[src/swsr_pkg.sv]
// Shared types and constants for the single-wire sensor reader.
`default_nettype none

package swsr_pkg;

  localparam int CFG_IDX_W  = 3;
  localparam int CFG_DATA_W = 16;

  // register indexes
  localparam logic [CFG_IDX_W-1:0] REG_START_LOW   = 3'd0;
  localparam logic [CFG_IDX_W-1:0] REG_RELEASE     = 3'd1;
  localparam logic [CFG_IDX_W-1:0] REG_RESP_FIRST  = 3'd2;
  localparam logic [CFG_IDX_W-1:0] REG_RESP_SECOND = 3'd3;
  localparam logic [CFG_IDX_W-1:0] REG_BIT_SAMPLE  = 3'd4;
  localparam logic [CFG_IDX_W-1:0] REG_BYTES       = 3'd5;

  // register reset values
  localparam logic [15:0] RST_START_LOW   = 16'd1200;
  localparam logic [7:0]  RST_RELEASE     = 8'd20;
  localparam logic [7:0]  RST_RESP_FIRST  = 8'd40;
  localparam logic [7:0]  RST_RESP_SECOND = 8'd80;
  localparam logic [7:0]  RST_BIT_SAMPLE  = 8'd40;
  localparam logic [3:0]  RST_BYTES       = 4'd5;

  // response status codes
  localparam logic [1:0] STAT_NONE  = 2'd0;
  localparam logic [1:0] STAT_OK    = 2'd1;
  localparam logic [1:0] STAT_FAULT = 2'd2;

  typedef struct packed {
    logic [15:0] start_low_ticks;
    logic [7:0]  release_ticks;
    logic [7:0]  response_first_ticks;
    logic [7:0]  response_second_ticks;
    logic [7:0]  bit_sample_ticks;
    logic [3:0]  bytes_per_frame;
  } cfg_t;

  typedef struct packed {
    logic       drive_low;
    logic       busy_res;
    logic       status_valid;
    logic [1:0] response_status;
    logic       byte_valid;
    logic [7:0] byte_value;
    logic       byte_last;
  } res_t;

endpackage

`default_nettype wire

[src/swsr_in_if.sv]
// Input word channel: one sampled tick of the data line.
`default_nettype none

interface swsr_in_if;
  logic valid;
  logic ready;
  logic line_level;
  logic start_request;

  modport source (output valid, output line_level, output start_request, input ready);
  modport sink   (input valid, input line_level, input start_request, output ready);
endinterface

`default_nettype wire

[src/swsr_out_if.sv]
// Result word channel: line drive, status and received bytes for one tick.
`default_nettype none

interface swsr_out_if;
  logic       valid;
  logic       ready;
  logic       drive_low;
  logic       busy_res;
  logic       status_valid;
  logic [1:0] response_status;
  logic       byte_valid;
  logic [7:0] byte_value;
  logic       byte_last;

  modport source (output valid, output drive_low, output busy_res, output status_valid,
                  output response_status, output byte_valid, output byte_value,
                  output byte_last, input ready);
  modport sink   (input valid, input drive_low, input busy_res, input status_valid,
                  input response_status, input byte_valid, input byte_value,
                  input byte_last, output ready);
endinterface

`default_nettype wire

[src/swsr_cfg_if.sv]
// Configuration write channel: register index and write data.
`default_nettype none

interface swsr_cfg_if;
  logic        valid;
  logic        ready;
  logic [2:0]  index;
  logic [15:0] data;

  modport source (output valid, output index, output data, input ready);
  modport sink   (input valid, input index, input data, output ready);
endinterface

`default_nettype wire

[src/swsr_cfg.sv]
// Configuration register file for the sensor reader.
`default_nettype none

module swsr_cfg (
  input  wire logic                             clk,
  input  wire logic                             rst_n,
  input  wire logic                             wr_en,
  input  wire logic [swsr_pkg::CFG_IDX_W-1:0]   wr_idx,
  input  wire logic [swsr_pkg::CFG_DATA_W-1:0]  wr_data,
  output swsr_pkg::cfg_t                        cfg
);
  import swsr_pkg::*;

  cfg_t cfg_r;
  cfg_t cfg_nxt;

  always_comb begin
    cfg_nxt = cfg_r;
    if (wr_en) begin
      case (wr_idx)
        REG_START_LOW:   cfg_nxt.start_low_ticks       = wr_data;
        REG_RELEASE:     cfg_nxt.release_ticks         = wr_data[7:0];
        REG_RESP_FIRST:  cfg_nxt.response_first_ticks  = wr_data[7:0];
        REG_RESP_SECOND: cfg_nxt.response_second_ticks = wr_data[7:0];
        REG_BIT_SAMPLE:  cfg_nxt.bit_sample_ticks      = wr_data[7:0];
        REG_BYTES:       cfg_nxt.bytes_per_frame       = wr_data[3:0];
        default:         cfg_nxt = cfg_r;
      endcase
    end
  end

  always_ff @(posedge clk) begin
    if (!rst_n) begin
      cfg_r.start_low_ticks       <= RST_START_LOW;
      cfg_r.release_ticks         <= RST_RELEASE;
      cfg_r.response_first_ticks  <= RST_RESP_FIRST;
      cfg_r.response_second_ticks <= RST_RESP_SECOND;
      cfg_r.bit_sample_ticks      <= RST_BIT_SAMPLE;
      cfg_r.bytes_per_frame       <= RST_BYTES;
    end else begin
      cfg_r <= cfg_nxt;
    end
  end

  assign cfg = cfg_r;

endmodule

`default_nettype wire

[src/swsr_seq.sv]
// Transaction sequencer: phase, tick timer and bit shifter, stepped once per tick.
`default_nettype none

module swsr_seq #(
  parameter int MAX_BYTES = 8
) (
  input  wire logic      clk,
  input  wire logic      rst_n,
  input  wire logic      step,
  input  wire logic      line_level,
  input  wire logic      start_request,
  input  swsr_pkg::cfg_t cfg,
  output swsr_pkg::res_t res
);
  import swsr_pkg::*;

  localparam int BIW = (MAX_BYTES > 1) ? $clog2(MAX_BYTES) : 1;
  localparam int CW  = $clog2(MAX_BYTES + 1);
  localparam int LW  = (CW > 4) ? CW : 4;
  localparam logic [LW-1:0] MAX_LEN = LW'(MAX_BYTES);

  typedef enum logic [3:0] {
    PH_IDLE, PH_START_LOW, PH_RELEASE, PH_RESP_FIRST, PH_RESP_SECOND,
    PH_RESP_END, PH_WAIT_HIGH, PH_BIT_DELAY, PH_WAIT_LOW
  } phase_t;

  phase_t         phase_r, phase_nxt;
  logic [15:0]    tick_r, tick_nxt;
  logic [7:0]     shift_r, shift_nxt;
  logic [2:0]     bit_idx_r, bit_idx_nxt;
  logic [BIW-1:0] byte_idx_r, byte_idx_nxt;

  logic [15:0]    limit;
  logic           expired;
  logic [LW-1:0]  frame_len;
  logic [LW-1:0]  byte_count;

  // timer limit for the current phase
  always_comb begin
    case (phase_r)
      PH_START_LOW:   limit = cfg.start_low_ticks;
      PH_RELEASE:     limit = {8'd0, cfg.release_ticks};
      PH_RESP_FIRST:  limit = {8'd0, cfg.response_first_ticks};
      PH_RESP_SECOND: limit = {8'd0, cfg.response_second_ticks};
      PH_BIT_DELAY:   limit = {8'd0, cfg.bit_sample_ticks};
      default:        limit = 16'd0;
    endcase
  end

  assign expired = (tick_r >= limit);

  always_comb begin
    if (cfg.bytes_per_frame == 4'd0)
      frame_len = LW'(1);
    else if (LW'(cfg.bytes_per_frame) > MAX_LEN)
      frame_len = MAX_LEN;
    else
      frame_len = LW'(cfg.bytes_per_frame);
  end

  assign byte_count = LW'(byte_idx_r) + LW'(1);

  always_comb begin
    phase_nxt     = phase_r;
    tick_nxt      = tick_r;
    shift_nxt     = shift_r;
    bit_idx_nxt   = bit_idx_r;
    byte_idx_nxt  = byte_idx_r;
    res           = '0;

    case (phase_r)
      PH_IDLE: begin
        if (start_request) begin
          phase_nxt     = PH_START_LOW;
          tick_nxt      = 16'd1;
          shift_nxt     = 8'd0;
          bit_idx_nxt   = 3'd0;
          byte_idx_nxt  = '0;
        end
      end
      PH_START_LOW: begin
        if (expired) begin
          phase_nxt = PH_RELEASE;
          tick_nxt  = 16'd1;
        end else begin
          tick_nxt = tick_r + 16'd1;
        end
      end
      PH_RELEASE: begin
        if (expired) begin
          phase_nxt = PH_RESP_FIRST;
          tick_nxt  = 16'd1;
        end else begin
          tick_nxt = tick_r + 16'd1;
        end
      end
      PH_RESP_FIRST: begin
        if (expired) begin
          if (!line_level) begin
            phase_nxt     = PH_RESP_SECOND;
            tick_nxt      = 16'd1;
          end else begin
            res.status_valid    = 1'b1;
            res.response_status = STAT_NONE;
            phase_nxt           = PH_IDLE;
            tick_nxt            = 16'd0;
          end
        end else begin
          tick_nxt = tick_r + 16'd1;
        end
      end
      PH_RESP_SECOND: begin
        if (expired) begin
          res.status_valid = 1'b1;
          tick_nxt         = 16'd0;
          if (line_level) begin
            res.response_status = STAT_OK;
            phase_nxt           = PH_RESP_END;
          end else begin
            res.response_status = STAT_FAULT;
            phase_nxt           = PH_IDLE;
          end
        end else begin
          tick_nxt = tick_r + 16'd1;
        end
      end
      PH_RESP_END: begin
        if (!line_level) phase_nxt = PH_WAIT_HIGH;
      end
      PH_WAIT_HIGH: begin
        if (line_level) begin
          phase_nxt = PH_BIT_DELAY;
          tick_nxt  = 16'd1;
        end
      end
      PH_BIT_DELAY: begin
        if (expired) begin
          shift_nxt = {shift_r[6:0], line_level};
          phase_nxt = PH_WAIT_LOW;
          tick_nxt  = 16'd0;
        end else begin
          tick_nxt = tick_r + 16'd1;
        end
      end
      PH_WAIT_LOW: begin
        if (!line_level) begin
          if (bit_idx_r == 3'd7) begin
            res.byte_valid = 1'b1;
            res.byte_value = shift_r;
            bit_idx_nxt    = 3'd0;
            shift_nxt      = 8'd0;
            if (byte_count >= frame_len) begin
              res.byte_last = 1'b1;
              byte_idx_nxt  = '0;
              phase_nxt     = PH_IDLE;
            end else begin
              byte_idx_nxt = byte_idx_r + BIW'(1);
              phase_nxt    = PH_WAIT_HIGH;
            end
          end else begin
            bit_idx_nxt = bit_idx_r + 3'd1;
            phase_nxt   = PH_WAIT_HIGH;
          end
        end
      end
      default: begin
        phase_nxt = PH_IDLE;
        tick_nxt  = 16'd0;
      end
    endcase

    res.drive_low = (phase_nxt == PH_START_LOW);
    res.busy_res  = (phase_nxt != PH_IDLE);
  end

  always_ff @(posedge clk) begin
    if (!rst_n) begin
      phase_r     <= PH_IDLE;
      tick_r      <= 16'd0;
      shift_r     <= 8'd0;
      bit_idx_r   <= 3'd0;
      byte_idx_r  <= '0;
    end else if (step) begin
      phase_r     <= phase_nxt;
      tick_r      <= tick_nxt;
      shift_r     <= shift_nxt;
      bit_idx_r   <= bit_idx_nxt;
      byte_idx_r  <= byte_idx_nxt;
    end
  end

endmodule

`default_nettype wire

[src/single_wire_sensor_reader.sv]
// Top level of the single-wire sensor reader.
`default_nettype none

// Master side of a single-wire sensor exchange, one input word per microsecond tick.
// Each accepted word (line level, start request) advances the sequencer by one tick
// and yields exactly one result word, registered and shown on out_ch in the cycle
// after acceptance. A new word is taken every cycle while the result register is
// empty or being drained (in_ch.ready = !out_ch.valid || out_ch.ready), so the
// sustained rate is one tick per clock while out_ch is not stalled. Configuration
// writes are always ready and must only be issued while no transaction is in
// progress.
module single_wire_sensor_reader #(
  parameter int MAX_BYTES = 8
) (
  input  wire logic   clk,
  input  wire logic   rst_n,
  swsr_in_if.sink     in_ch,
  swsr_out_if.source  out_ch,
  swsr_cfg_if.sink    cfg_ch
);
  import swsr_pkg::*;

  cfg_t cfg;
  res_t res;
  res_t res_r;
  logic out_valid_r;
  logic in_ready;
  logic in_acc;

  assign in_ready     = !out_valid_r || out_ch.ready;
  assign in_acc       = in_ch.valid && in_ready;
  assign in_ch.ready  = in_ready;
  assign cfg_ch.ready = 1'b1;

  swsr_cfg u_cfg (
    .clk     (clk),
    .rst_n   (rst_n),
    .wr_en   (cfg_ch.valid),
    .wr_idx  (cfg_ch.index),
    .wr_data (cfg_ch.data),
    .cfg     (cfg)
  );

  swsr_seq #(
    .MAX_BYTES (MAX_BYTES)
  ) u_seq (
    .clk           (clk),
    .rst_n         (rst_n),
    .step          (in_acc),
    .line_level    (in_ch.line_level),
    .start_request (in_ch.start_request),
    .cfg           (cfg),
    .res           (res)
  );

  always_ff @(posedge clk) begin
    if (!rst_n) begin
      out_valid_r <= 1'b0;
    end else if (in_ready) begin
      out_valid_r <= in_ch.valid;
    end
  end

  always_ff @(posedge clk) begin
    if (in_acc) res_r <= res;
  end

  assign out_ch.valid           = out_valid_r;
  assign out_ch.drive_low       = res_r.drive_low;
  assign out_ch.busy_res        = res_r.busy_res;
  assign out_ch.status_valid    = res_r.status_valid;
  assign out_ch.response_status = res_r.response_status;
  assign out_ch.byte_valid      = res_r.byte_valid;
  assign out_ch.byte_value      = res_r.byte_value;
  assign out_ch.byte_last       = res_r.byte_last;

endmodule

`default_nettype wire

[src/flat_wrapper.sv]
// flat-port wrapper written by rule: the top's interface ports become plain ports
module single_wire_sensor_reader_flat import swsr_pkg::*;
#(
  parameter int MAX_BYTES = 8
)
  (clk, rst_n, in_ch_valid, in_ch_line_level, in_ch_start_request, in_ch_ready, out_ch_valid, out_ch_drive_low, out_ch_busy_res, out_ch_status_valid, out_ch_response_status, out_ch_byte_valid, out_ch_byte_value, out_ch_byte_last, out_ch_ready, cfg_ch_valid, cfg_ch_index, cfg_ch_data, cfg_ch_ready);
  swsr_in_if in_ch_i ();
  swsr_out_if out_ch_i ();
  swsr_cfg_if cfg_ch_i ();
  input  wire logic clk;
  input  wire logic rst_n;
  input wire logic [$bits(in_ch_i.valid)-1:0] in_ch_valid;
  input wire logic [$bits(in_ch_i.line_level)-1:0] in_ch_line_level;
  input wire logic [$bits(in_ch_i.start_request)-1:0] in_ch_start_request;
  output wire logic [$bits(in_ch_i.ready)-1:0] in_ch_ready;
  output wire logic [$bits(out_ch_i.valid)-1:0] out_ch_valid;
  output wire logic [$bits(out_ch_i.drive_low)-1:0] out_ch_drive_low;
  output wire logic [$bits(out_ch_i.busy_res)-1:0] out_ch_busy_res;
  output wire logic [$bits(out_ch_i.status_valid)-1:0] out_ch_status_valid;
  output wire logic [$bits(out_ch_i.response_status)-1:0] out_ch_response_status;
  output wire logic [$bits(out_ch_i.byte_valid)-1:0] out_ch_byte_valid;
  output wire logic [$bits(out_ch_i.byte_value)-1:0] out_ch_byte_value;
  output wire logic [$bits(out_ch_i.byte_last)-1:0] out_ch_byte_last;
  input wire logic [$bits(out_ch_i.ready)-1:0] out_ch_ready;
  input wire logic [$bits(cfg_ch_i.valid)-1:0] cfg_ch_valid;
  input wire logic [$bits(cfg_ch_i.index)-1:0] cfg_ch_index;
  input wire logic [$bits(cfg_ch_i.data)-1:0] cfg_ch_data;
  output wire logic [$bits(cfg_ch_i.ready)-1:0] cfg_ch_ready;
  assign in_ch_i.valid = in_ch_valid;
  assign in_ch_i.line_level = in_ch_line_level;
  assign in_ch_i.start_request = in_ch_start_request;
  assign in_ch_ready = in_ch_i.ready;
  assign out_ch_valid = out_ch_i.valid;
  assign out_ch_drive_low = out_ch_i.drive_low;
  assign out_ch_busy_res = out_ch_i.busy_res;
  assign out_ch_status_valid = out_ch_i.status_valid;
  assign out_ch_response_status = out_ch_i.response_status;
  assign out_ch_byte_valid = out_ch_i.byte_valid;
  assign out_ch_byte_value = out_ch_i.byte_value;
  assign out_ch_byte_last = out_ch_i.byte_last;
  assign out_ch_i.ready = out_ch_ready;
  assign cfg_ch_i.valid = cfg_ch_valid;
  assign cfg_ch_i.index = cfg_ch_index;
  assign cfg_ch_i.data = cfg_ch_data;
  assign cfg_ch_ready = cfg_ch_i.ready;
  single_wire_sensor_reader #(.MAX_BYTES(MAX_BYTES)) u_core (.clk(clk), .rst_n(rst_n), .in_ch(in_ch_i), .out_ch(out_ch_i), .cfg_ch(cfg_ch_i));
endmodule
[config.mk]
export PLATFORM = sky130hd
export DESIGN_NAME = single_wire_sensor_reader_flat
export DESIGN_NICKNAME = d
export VERILOG_FILES = /design/src/swsr_pkg.sv /design/src/swsr_in_if.sv /design/src/swsr_out_if.sv /design/src/swsr_cfg_if.sv /design/src/swsr_cfg.sv /design/src/swsr_seq.sv /design/src/single_wire_sensor_reader.sv /design/src/flat_wrapper.sv
export SDC_FILE = /design/constraint.sdc
export NUM_CORES = 1
export LEC_CHECK = 0
export BUFFER_PORTS_ARGS = -buffer_cell sky130_fd_sc_hd__buf_2
export CORE_ASPECT_RATIO = 1.4
export CORE_UTILIZATION = 57
export CTS_CLUSTER_SIZE = 14
export DETAILED_ROUTE_END_ITERATION = 10
export PLACE_DENSITY = 0.77
export SLEW_MARGIN = 10
export SYNTH_ARGS = -nofsm -noshare
export SYNTH_HDL_FRONTEND = slang
export SYNTH_SLANG_ARGS = --single-unit
[constraint.sdc]
create_clock -name clk -period 3.8 [get_ports clk]
set_clock_uncertainty 0.15 [all_clocks]
set_input_delay 0.38 -clock clk [delete_from_list [all_inputs] [get_ports clk]]
set_output_delay 0.38 -clock clk [all_outputs]
set_load 0.03 [all_outputs]
==> results.md <==
* Gate Count Post-Synth at 593
* Syn Std Cell Area at 0.00505 mm^2
* Buf/Inv on CP at 2
* Yosys cell types at 63
* Ant. Diodes at 0
* Synth top area cells: dfxtp_1, nand2_1, edfxtp_1, ha_1, a21oi_1
* VDD IR max at 0.000249 V
* Final TNS setup at 0 ps
* First-pass GRT wire length at 19800 um
* Post-synth top area cell: dfxtp_1
* Final WS setup at 175 ps
* Min Tclk post-route at 3620 ps
* Syn_nets at 643
* Number of max-cap violations at 0
* Final Max Slew Viols at 0
* Post-synth ARST share at 0
* Seq/Total Area, Yosys at 0.434
* Synth Flop Type: dfxtp_1
* Initial antenna violation count at 0
* Most common cell in the netlist: nand2_1
* Routed vias at 4463
* Avg Inst Size Synth at 8.52 um^2
* Hold Slack at 104 ps
* Fmax at 0.276 GHz
* Hold_buf cts at 0
* Power Dens Cells at 426 mW/mm^2
* Clk slew on worst S/H paths at 70 ps
* GRT overflow at 0
* Post-route ant nets at 0
* Final wirelength at 12000 um
* CP max-delay cell: a2111oi_4
* H-Tree Depth at 3
* Critical path data arrival time at 3560 ps
* Area grow syn2layout at 12.3%
* Share of cells above drive strength 1 at 0.138
* Setup violators final at 0
* Die Y at 113 um
* Top post-synthesis cells by count: nand2_1, dfxtp_1, nor2_1
* Drt drc at 0
* Area occupied by registers at 0.00219 mm^2
* Cell Count, Final, Fillers Out at 742
* Synth top area share at 0.345
* Initial Util at 0.587
* Area of the multi-input gates at 0.00269 mm^2
* Crit path cell chain: buf_4, nand2b_1, nor3_1, buf_4, a22oi_1, nand2_1, ha_1, nand2b_4, a2111oi_4, o311ai_0, o22a_1, a31oi_1, nand4_1
* CTS sink cnt at 102
* Crit path max fanout at 14
* CTS buffer count at 9
* Max transition margin at 0.347
* Port Buffers at 42
* Crit start category: flop
* CP Data Required Time at 3740 ps
* Vias in the first global route at 4282
* Routed WL per cell at 16.2 um
* Final hold violation count at 0
* HPWL after DPL at 8610 um
* Clock root buffer: clkbuf_16
* Via density at 6.01
* I/O pins at 44
* Largest net degree at the start of global routing at 40
* Core Rows at 40
* Post-synthesis register bit count at 102
* Leakage at 2.33 nW
* Fillcell total at 721
* Core area at 0.00861 mm^2
* Critical path class: flop to flop
* Cells after DPL at 725
* Largest delay contributor family on the critical path: compound AO/OA/AOI/OAI gates
* Clk buf depth at 2
* Most used cell, CP: buf_4
* DRT iter0 DRCs at 476
* CTS tree: done
* Crit end category: flop
* Total power at 2.42 mW
* Worst hold path class: primary input to flop
* Outcome: finished, final reports clean
* Routability congestion estimate at 0.967
* Die area at 0.00925 mm^2
* Largest stage delay on the critical path at 480 ps
* Nets at 682
* Die W at 81.6 um
* Dpl ws at 166 ps
* Slew at the pin closest to its max-slew limit at 972 ps
* EDFF count, synth at 15
* Total GRT Usage at 0.278
* Worst-skew pair later-pin latency at 350 ps
* RSZ-0062 raised after global routing: no
* YS warnings at 0
* Tcrit/Tclk final at 0.954
* DRT Pass-1 Iters at 8
-- cell usage in the layout (no fill, tap or decap), types with 5 or more instances in the layout --
| master | count |
|---|---|
| a21oi_1 | 50 |
| ha_1 | 23 |
| buf_2 | 42 |
| o211ai_1 | 5 |
| and3_1 | 7 |
| nor3_1 | 7 |
| clkbuf_16 | 9 |
| xor2_1 | 17 |
| a22oi_1 | 11 |
| buf_4 | 12 |
| o21ai_1 | 5 |
| nand3_1 | 24 |
| a221oi_1 | 7 |
| nand2_1 | 131 |
| o21ai_0 | 5 |
| and2_1 | 10 |
| nor2b_1 | 9 |
| dfxtp_1 | 86 |
| inv_1 | 16 |
| mux2i_1 | 5 |
| nand2b_1 | 6 |
| a222oi_1 | 8 |
| nor2_1 | 56 |
| edfxtp_1 | 15 |
| nand4_1 | 14 |
-- layer usage --
metal	share of wire	vias to the layer above	track usage
met5	0	-	0
met4	0.034	0	0.137
met3	0.042	41	0.0328
met2	0.50	159	0.468
met1	0.42	2092	0.343
li1	-	2171	-
-- repair_timing --
| item | CTS | global route |
|---|---|---|
| resized for setup | 0 | 5 |
| endpoints found under the setup margin | 0 | 29 |
| setup buffers | 0 | 1 |
-- registers in the layout, indices dropped and copies added, names as in the netlist --
| signal | cells |
|---|---|
| u_core.out_ch.busy_res | 1 |
| u_core.out_ch.byte_last | 1 |
| u_core.out_ch.byte_valid | 1 |
| u_core.out_ch.byte_value | 8 |
| u_core.out_ch.drive_low | 1 |
| u_core.out_ch.response_status | 2 |
| u_core.out_ch.status_valid | 1 |
| u_core.out_ch.valid | 1 |
| u_core.u_cfg.cfg | 52 |
| u_core.u_seq.bit_idx_r | 3 |
| u_core.u_seq.byte_idx_r | 3 |
| u_core.u_seq.phase_r | 4 |
| u_core.u_seq.shift_r | 8 |
| u_core.u_seq.tick_r | 16 |
-- final timing paths --
path	depth (start not counted)	endpoint	slack, ps	startpoint
worst max-delay path	13	u_core.out_ch.busy_res	180	u_core.u_seq.phase_r[1]
worst min-delay path	3	u_core.u_cfg.cfg[46]	100	cfg_ch_data[10]
worst max register to register	13	u_core.out_ch.busy_res	180	u_core.u_seq.phase_r[1]
worst min register to register	2	u_core.u_cfg.cfg[50]	310	u_core.u_cfg.cfg[50]
-- kinds of logic (layout without fill, tap and decap cells) --
kind of cell	Yosys count	count (layout)	share of synthesized area
AOI/OAI and AO/OA	120	120	0.173
xor gates and xnor gates	17	17	0.0295
adders and majority gates	24	24	0.0595
buffers and inverters	44	88	0.0367
DFF	102	102	0.434
muxes	6	6	0.0121
other	1	1	0.000742
and+or+nand+nor	279	279	0.254
-- metrics by stage --
step           instance area, um^2  utilization
2_1_floorplan                 5050            -
3_3_place_gp                  5360        0.622
3_5_place_dp                  5360        0.622
4_1_cts                       5650        0.656
5_1_grt                       5670        0.659
6_report                      5670        0.659
-- report_power, final --
group | total, mW | switching [mW] | internal (mW)
Combinational | 0.366 | 0.237 | 0.130
Clock | 0.902 | 0.396 | 0.506
Sequential | 1.15 | 0.0205 | 1.13
-- layout make-up --
type | count | area share
Tap cell | 105 | 0.0232
Clock inverter | 7 | 0.0112
Sequential cell | 102 | 0.387
Timing Repair Buffer | 54 | 0.0529
Clock buffer | 9 | 0.0397
Inverter | 18 | 0.0119
Multi-Input combinational cell | 447 | 0.475
-- worst min-delay path, cell delays in order --
cell and delay [ps]:
buf_2 80, nand2_1 40, nand3_1 70
(Power assumes the default switching activity.)
